--- config.mk ---
export PLATFORM = sky130hd
export DESIGN_NAME = leti_ctrl
export DESIGN_NICKNAME = d
export VERILOG_FILES = /design/src/hw/rtl/leti_pkg.sv /design/src/hw/rtl/leti_ctrl.sv
export SDC_FILE = /design/constraint.sdc
export NUM_CORES = 1
export LEC_CHECK = 0
export BUFFER_PORTS_ARGS = -buffer_cell sky130_fd_sc_hd__clkbuf_2
export CORE_MARGIN = 2
export CORE_UTILIZATION = 62
export CTS_CLUSTER_SIZE = 40
export DETAILED_ROUTE_END_ITERATION = 7
export PLACE_DENSITY_LB_ADDON = 0.1
export SYNTH_ARGS = -nofsm -noshare
export SYNTH_HDL_FRONTEND = slang
export SYNTH_SLANG_ARGS = --single-unit
--- constraint.sdc ---
create_clock -name clk -period 10.6 [get_ports clk]
set_input_delay 1.59 -clock clk [delete_from_list [all_inputs] [get_ports clk]]
set_output_delay 1.59 -clock clk [all_outputs]
set_load 0.01 [all_outputs]
--- src/hw/rtl/leti_pkg.sv ---
package leti_pkg;

  localparam int STATE_FRAC_BITS = 40;

  localparam int CFG_W     = 40;
  localparam int CFG_IDX_W = 3;

  localparam logic [CFG_IDX_W-1:0] CFG_SIGMA         = 3'd0;
  localparam logic [CFG_IDX_W-1:0] CFG_RHO           = 3'd1;
  localparam logic [CFG_IDX_W-1:0] CFG_BETA          = 3'd2;
  localparam logic [CFG_IDX_W-1:0] CFG_TIME_STEP     = 3'd3;
  localparam logic [CFG_IDX_W-1:0] CFG_DRAW_INTERVAL = 3'd4;
  localparam logic [CFG_IDX_W-1:0] CFG_VIEW_SHIFT    = 3'd5;
  localparam logic [CFG_IDX_W-1:0] CFG_STEP_LIMIT    = 3'd6;

  localparam logic [31:0] SIGMA_RESET         = 32'd167772160;
  localparam logic [31:0] RHO_RESET           = 32'd469762048;
  localparam logic [31:0] BETA_RESET          = 32'd44739243;
  localparam logic [39:0] TIME_STEP_RESET     = 40'd1099512;
  localparam logic [15:0] DRAW_INTERVAL_RESET = 16'd10;
  localparam logic [29:0] VIEW_SHIFT_RESET    = 30'd322122547;
  localparam logic [31:0] STEP_LIMIT_RESET    = 32'd50000001;

  localparam logic OP_TICK    = 1'b0;
  localparam logic OP_RESTART = 1'b1;

  localparam logic [2:0] A_YMX = 3'd0;
  localparam logic [2:0] A_X   = 3'd1;
  localparam logic [2:0] A_Z   = 3'd2;
  localparam logic [2:0] A_D   = 3'd3;
  localparam logic [2:0] A_SCL = 3'd4;

  localparam logic [2:0] B_SIGMA = 3'd0;
  localparam logic [2:0] B_RHO   = 3'd1;
  localparam logic [2:0] B_BETA  = 3'd2;
  localparam logic [2:0] B_TS    = 3'd3;
  localparam logic [2:0] B_Y     = 3'd4;
  localparam logic [2:0] B_Z     = 3'd5;
  localparam logic [2:0] B_RECIP = 3'd6;

  localparam logic [2:0] WR_LOAD      = 3'd0;
  localparam logic [2:0] WR_LOAD_SUBY = 3'd1;
  localparam logic [2:0] WR_LOAD_SH   = 3'd2;
  localparam logic [2:0] WR_SUB       = 3'd3;
  localparam logic [2:0] WR_SUB_SH    = 3'd4;
  localparam logic [2:0] WR_UPD       = 3'd5;
  localparam logic [2:0] WR_OUT       = 3'd6;

  localparam int SCALED_W  = 38;
  localparam int OUT_QW    = 36;
  localparam int OUT_SHIFT = 45;
  localparam logic [39:0] OUT_OFFSET = 40'd214748364800;
  localparam logic [39:0] RECIP50    = 40'd703687441777;
  localparam logic signed [OUT_QW-1:0] OUT_BIAS = 36'sh1_0000_0000;

  localparam logic [2:0] STEP_LAST = 3'd7;
  localparam logic [2:0] OUT_LAST  = 3'd2;

  typedef struct packed {
    logic              operation;
    logic signed [47:0] start_x;
    logic signed [47:0] start_y;
    logic signed [47:0] start_z;
    logic signed [47:0] perturb_z;
  } leti_in_t;

  typedef struct packed {
    logic signed [31:0] first_px;
    logic signed [31:0] first_py;
    logic signed [31:0] first_pz;
    logic signed [31:0] second_px;
    logic signed [31:0] second_py;
    logic signed [31:0] second_pz;
  } leti_out_t;

  typedef struct packed {
    logic [31:0] sigma;
    logic [31:0] rho;
    logic [31:0] beta;
    logic [39:0] time_step;
    logic [29:0] view_shift;
  } leti_coef_t;

  typedef struct packed {
    logic [2:0] a_sel;
    logic [2:0] b_sel;
    logic [2:0] wr_mode;
    logic [1:0] coord;
  } leti_op_t;

  typedef struct packed {
    logic     restart;
    logic     op_load;
    logic     mul_start;
    logic     out_load;
    logic     traj;
    leti_op_t op;
  } leti_cmd_t;

  typedef struct packed {
    logic mul_done;
  } leti_stat_t;

  function automatic leti_op_t leti_step_op(input logic [2:0] idx);
    leti_op_t op;
    unique case (idx)
      3'd0: op = '{a_sel: A_YMX, b_sel: B_SIGMA, wr_mode: WR_LOAD,      coord: 2'd0};
      3'd1: op = '{a_sel: A_X,   b_sel: B_RHO,   wr_mode: WR_LOAD_SUBY, coord: 2'd1};
      3'd2: op = '{a_sel: A_X,   b_sel: B_Z,     wr_mode: WR_SUB_SH,    coord: 2'd1};
      3'd3: op = '{a_sel: A_X,   b_sel: B_Y,     wr_mode: WR_LOAD_SH,   coord: 2'd2};
      3'd4: op = '{a_sel: A_Z,   b_sel: B_BETA,  wr_mode: WR_SUB,       coord: 2'd2};
      3'd5: op = '{a_sel: A_D,   b_sel: B_TS,    wr_mode: WR_UPD,       coord: 2'd0};
      3'd6: op = '{a_sel: A_D,   b_sel: B_TS,    wr_mode: WR_UPD,       coord: 2'd1};
      default: op = '{a_sel: A_D, b_sel: B_TS,   wr_mode: WR_UPD,       coord: 2'd2};
    endcase
    return op;
  endfunction

endpackage

--- src/hw/rtl/leti_ctrl.sv ---
module leti_ctrl (
  input  logic                 clk,
  input  logic                 rst,
  input  logic                 item_valid,
  output logic                 item_ready,
  input  logic                 operation,
  input  logic [15:0]          draw_interval,
  input  logic [31:0]          step_limit,
  input  leti_pkg::leti_stat_t stat,
  output leti_pkg::leti_cmd_t  cmd,
  output logic                 result_valid,
  input  logic                 result_ready
);

  localparam logic [2:0] S_IDLE  = 3'd0;
  localparam logic [2:0] S_LOAD  = 3'd1;
  localparam logic [2:0] S_START = 3'd2;
  localparam logic [2:0] S_WAIT  = 3'd3;
  localparam logic [2:0] S_DONE  = 3'd4;

  localparam logic PH_STEP = 1'b0;
  localparam logic PH_OUT  = 1'b1;

  logic [2:0]  state;
  logic        phase;
  logic        traj;
  logic [2:0]  idx;
  logic        emit;
  logic [31:0] steps_done;
  logic [15:0] dec_count;
  logic [15:0] dec_next;
  logic        accept;

  assign item_ready = (state == S_IDLE);
  assign accept     = item_valid && item_ready;
  assign dec_next   = dec_count + 16'd1;

  always_comb begin
    cmd.restart   = accept && (operation == leti_pkg::OP_RESTART);
    cmd.op_load   = (state == S_LOAD);
    cmd.mul_start = (state == S_START);
    cmd.out_load  = (state == S_DONE) && (!result_valid || result_ready);
    cmd.traj      = traj;
    if (phase == PH_OUT) begin
      cmd.op.a_sel   = leti_pkg::A_SCL;
      cmd.op.b_sel   = leti_pkg::B_RECIP;
      cmd.op.wr_mode = leti_pkg::WR_OUT;
      cmd.op.coord   = idx[1:0];
    end else begin
      cmd.op = leti_pkg::leti_step_op(idx);
    end
  end

  always_ff @(posedge clk) begin
    if (rst) begin
      state        <= S_IDLE;
      phase        <= PH_STEP;
      traj         <= 1'b0;
      idx          <= '0;
      emit         <= 1'b0;
      steps_done   <= '0;
      dec_count    <= '0;
      result_valid <= 1'b0;
    end else begin
      if (cmd.out_load) begin
        result_valid <= 1'b1;
      end else if (result_ready) begin
        result_valid <= 1'b0;
      end
      unique case (state)
        S_IDLE: begin
          if (accept) begin
            if (operation == leti_pkg::OP_RESTART) begin
              steps_done <= '0;
              dec_count  <= '0;
            end else if (steps_done < step_limit) begin
              steps_done <= steps_done + 32'd1;
              if (dec_next >= draw_interval) begin
                emit      <= 1'b1;
                dec_count <= '0;
              end else begin
                emit      <= 1'b0;
                dec_count <= dec_next;
              end
              phase <= PH_STEP;
              traj  <= 1'b0;
              idx   <= '0;
              state <= S_LOAD;
            end
          end
        end
        S_LOAD:  state <= S_START;
        S_START: state <= S_WAIT;
        S_WAIT: begin
          if (stat.mul_done) begin
            if (idx == ((phase == PH_STEP) ? leti_pkg::STEP_LAST : leti_pkg::OUT_LAST)) begin
              idx <= '0;
              if (!traj) begin
                traj  <= 1'b1;
                state <= S_LOAD;
              end else if ((phase == PH_STEP) && emit) begin
                phase <= PH_OUT;
                traj  <= 1'b0;
                state <= S_LOAD;
              end else if (phase == PH_OUT) begin
                state <= S_DONE;
              end else begin
                state <= S_IDLE;
              end
            end else begin
              idx   <= idx + 3'd1;
              state <= S_LOAD;
            end
          end
        end
        S_DONE: begin
          if (!result_valid || result_ready) begin
            phase <= PH_STEP;
            state <= S_IDLE;
          end
        end
        default: state <= S_IDLE;
      endcase
    end
  end

endmodule

==> summary.txt <==
Outcome
  – Status: finished clean

Critical path
  – CP arrival: 4.77 ns
  – Crit-path slowest cell: nor2_1
  – Worst setup path endpoint: dec_count[0]
  – Reg2reg end: dec_count[0]
  – Critical Path Start: dec_count[0]
  – Worst EP required: 10.88 ns
  – Cell depth of the worst setup path: 15
  – Worst r2r src: dec_count[0]
  – CP endpoint kind: flip-flop
  – Worst R2R Path Depth: 15
  – Setup CP Type: flip-flop to flip-flop
  – Startpoint types: flip-flop
  – Crit-path most repeated cell: nor2_1
  – Peak per-stage delay on the critical path: 0.56 ns
  – CP Max Fanout: 15
  – Critical path cell sequence: ha_1, nand3_1, nor2_1, and3_1, nand2_1, nor2_1, xor2_1, ha_1, a21o_1, a211o_1, or3_1, a221oi_1, o21ai_1, nor2_1, mux2_2
  – Crit path buf inv count: 0
  – Worst R2R Setup Slack: 6.11 ns
  – CP delay by family, top: simple AND/OR/NAND/NOR gates

Drt
  – DRC Markers: 0
  – Final WL: 9750 um
  – Vias after detailed routing: 4046
  – DR vias/cell: 5.67
  – Drt wl/cell: 13.7 um
  – Number of DRC markers in iteration 0: 193
  – Antenna Nets Post-Route: 0
  – 1st-pass router iterations: 5

Logic synthesis
  – Yosys cell types: 58
  – Synth async-reset ratio: 0%
  – Top-area cell type share of the netlist area: 26.5%
  – Yosys warns: 0
  – Post-Syn Instances: 548
  – Synth Net Count: 656
  – Post-synthesis register bit count: 58
  – Syn Area/Cell: 7.98 um2
  – Post-synthesis sequential area ratio: 26.5%
  – Main synth FF type: dfxtp_1
  – Post-Synthesis Cell Area: 4380 um2
  – EDFF count, synth: 0
  – Area contributors post-synth: dfxtp_1 (27%), ha_1 (15%), xnor2_1 (6.0%)
  – Synth area leader: dfxtp_1

Die
  – Rows: 30
  – Die H: 88.0 um
  – Die width: 88.0 um
  – Core Region: 6790 um2
  – Die area: 7740 um2
  – Starting Density: 64.4%
  – Boundary pin count: 72

Timing
  – Final hold vios: 0
  – Min cycle time layout: 4.49 ns
  – Final Max Slew Viols: 0
  – Final Setup Violations: 0
  – RSZ-0062 raised after global routing: no
  – Final WS setup: 6.11 ns
  – Setup TNS: 0 ns
  – Layout Skew: 0.00866 ns
  – Maximum achievable frequency: 223 MHz
  – Slew headroom: 22.8%
  – Final period util: 42.3%
  – Worst-Margin Slew: 1.16 ns

Place
  – Placer congestion estimate: 0.869
  – I/O Buffers: 71
  – Post-Place Worst Slack: 5.89 ns
  – HPWL after DPL: 7410 um
  – Placed inst area: 4770 um2

Global routing
  – GRT Residual Overflow: 0
  – GR Util met1: 33.7%
  – GR peak layer: met2
  – Met2 GRT Util: 45.0%
  – Met3 global-route usage: 5.28%
  – Total global-route track usage: 26.8%
  – Initial antenna violation count: 0
  – Number of global-route vias before repair: 3842
  – Pin count of the biggest net entering global routing: 32
  – First-pass GRT wire length: 16600 um

Cells and area
  – Final core occ: 73.9%
  – Diode count: 0
  – Layout area overhead: 14.8%
  – Layout fillers: 541
  – Fin area: 5020 um2
  – Commonest non-fill, non-tap cells in the layout: clkbuf_2 (71), inv_1 (60), nor2_1 (58), dfxtp_1 (58), ha_1 (54)
  – Most common cell after layout, fill and taps aside: clkbuf_2
  – Proportion of layout cells with a drive suffix above 1: 16.5%
  – # nets final: 721

Power
  – Power per cell area: 107 nW/um2
  – Leak pwr: 2.30 nW
  – Worst IR Drop VDD: 65.6 uV

Flow run
  – MaxCap Viol Count: 0

Worst hold path
  – Hold_sp: dec_count[12]
  – Hold crit path type: flip-flop to flip-flop
  – Hold path cells: 1

CTS
  – Clk root buf: clkbuf_8
  – Worst skew pair latency: 0.34 ns
  – Clock Sink Count: 58
  – CTS clock-pin slew for the worst setup and hold paths: 0.07 ns
  – Htree depth: 3
  – Post-cts hold buffer count: 0
  – CTS tree: yes
  – Post-CTS Resized: 0
  – Max Root-Sink Buffers: 2
  – Setup Fix Bufs, Post-CTS: 0
  – CTS buffer count: 9
final cells by class:
class / instances / area [um2] / area share [%]
well taps: 96 / 120 / 2.39
multi-input cells: 411 / 2900 / 57.6
inverters: 60 / 225 / 4.48
clock inverters: 5 / 100 / 1.99
clock buffers: 11 / 151 / 3.01
repair buffers: 73 / 370 / 7.37
flip-flops and latches: 58 / 1160 / 23.1
per-stage QoR:
stage | instances | total power [mW] | hold WS (ns)
floorplan | 548 | 0.265 | 0.449
finish | 714 | 0.537 | 0.491
global route | 714 | 0.558 | 0.522
detailed placement | 698 | 0.285 | 0.467
CTS | 714 | 0.538 | 0.491
global placement | 698 | 0.283 | 0.463
layer usage:
| layer | up-vias | wire [um] |
|---|---|---|
| li1 | 2069 | - |
| met1 | 1831 | 4330 |
| met2 | 125 | 4710 |
| met3 | 21 | 472 |
| met4 | 0 | 237 |
| met5 | - | 0 |
cell usage after synthesis, types with 8 or more instances:
| library cell | count |
|---|---|
| nor2_1 | 58 |
| dfxtp_1 | 58 |
| a22o_1 | 8 |
| inv_1 | 60 |
| and3_1 | 8 |
| nand3_1 | 23 |
| xor2_1 | 9 |
| nor4_1 | 14 |
| nand2_1 | 42 |
| xnor2_1 | 30 |
| o21ai_0 | 10 |
| nand2b_1 | 10 |
| nor3_1 | 13 |
| nand4_1 | 13 |
| clkbuf_1 | 9 |
| ha_1 | 54 |
| a21oi_1 | 25 |
registers in the layout, summed over array words and instances (netlist names):
signal and cells:
emit 1, result_valid 1, phase 1, steps_done 32
traj 1, idx 3, state 3, dec_count 16
report_power, final:
| part | total (mW) | internal [mW] | switching, mW |
|---|---|---|---|
| Sequential | 0.223 | 0.220 | 0.00328 |
| Combinational | 0.0571 | 0.0228 | 0.0343 |
| Clock | 0.257 | 0.168 | 0.0887 |
| Total | 0.537 | 0.411 | 0.126 |
worst min-delay path by stage:
stage / to / slack (ns)
after CTS: dec_count[12] / 0.49
final: dec_count[12] / 0.49
after global routing: dec_count[12] / 0.52
after floorplan: dec_count[12] / 0.45
after global placement: dec_count[12] / 0.46
after detailed placement: dec_count[12] / 0.47
cells by family (layout without fill, tap and decap cells):
group	Yosys count	after routing	synth area share (%)
multiplexers	8	8	1.86
buffers and inverters	79	149	7.43
AO/OA/AOI/OAI	92	92	14.6
AND/OR/NAND/NOR	218	218	26.4
flip-flops	58	58	26.5
adder cells (fa/ha/maj)	54	54	15.4
XOR/XNOR	39	39	7.81
(Power assumes the default switching activity.)
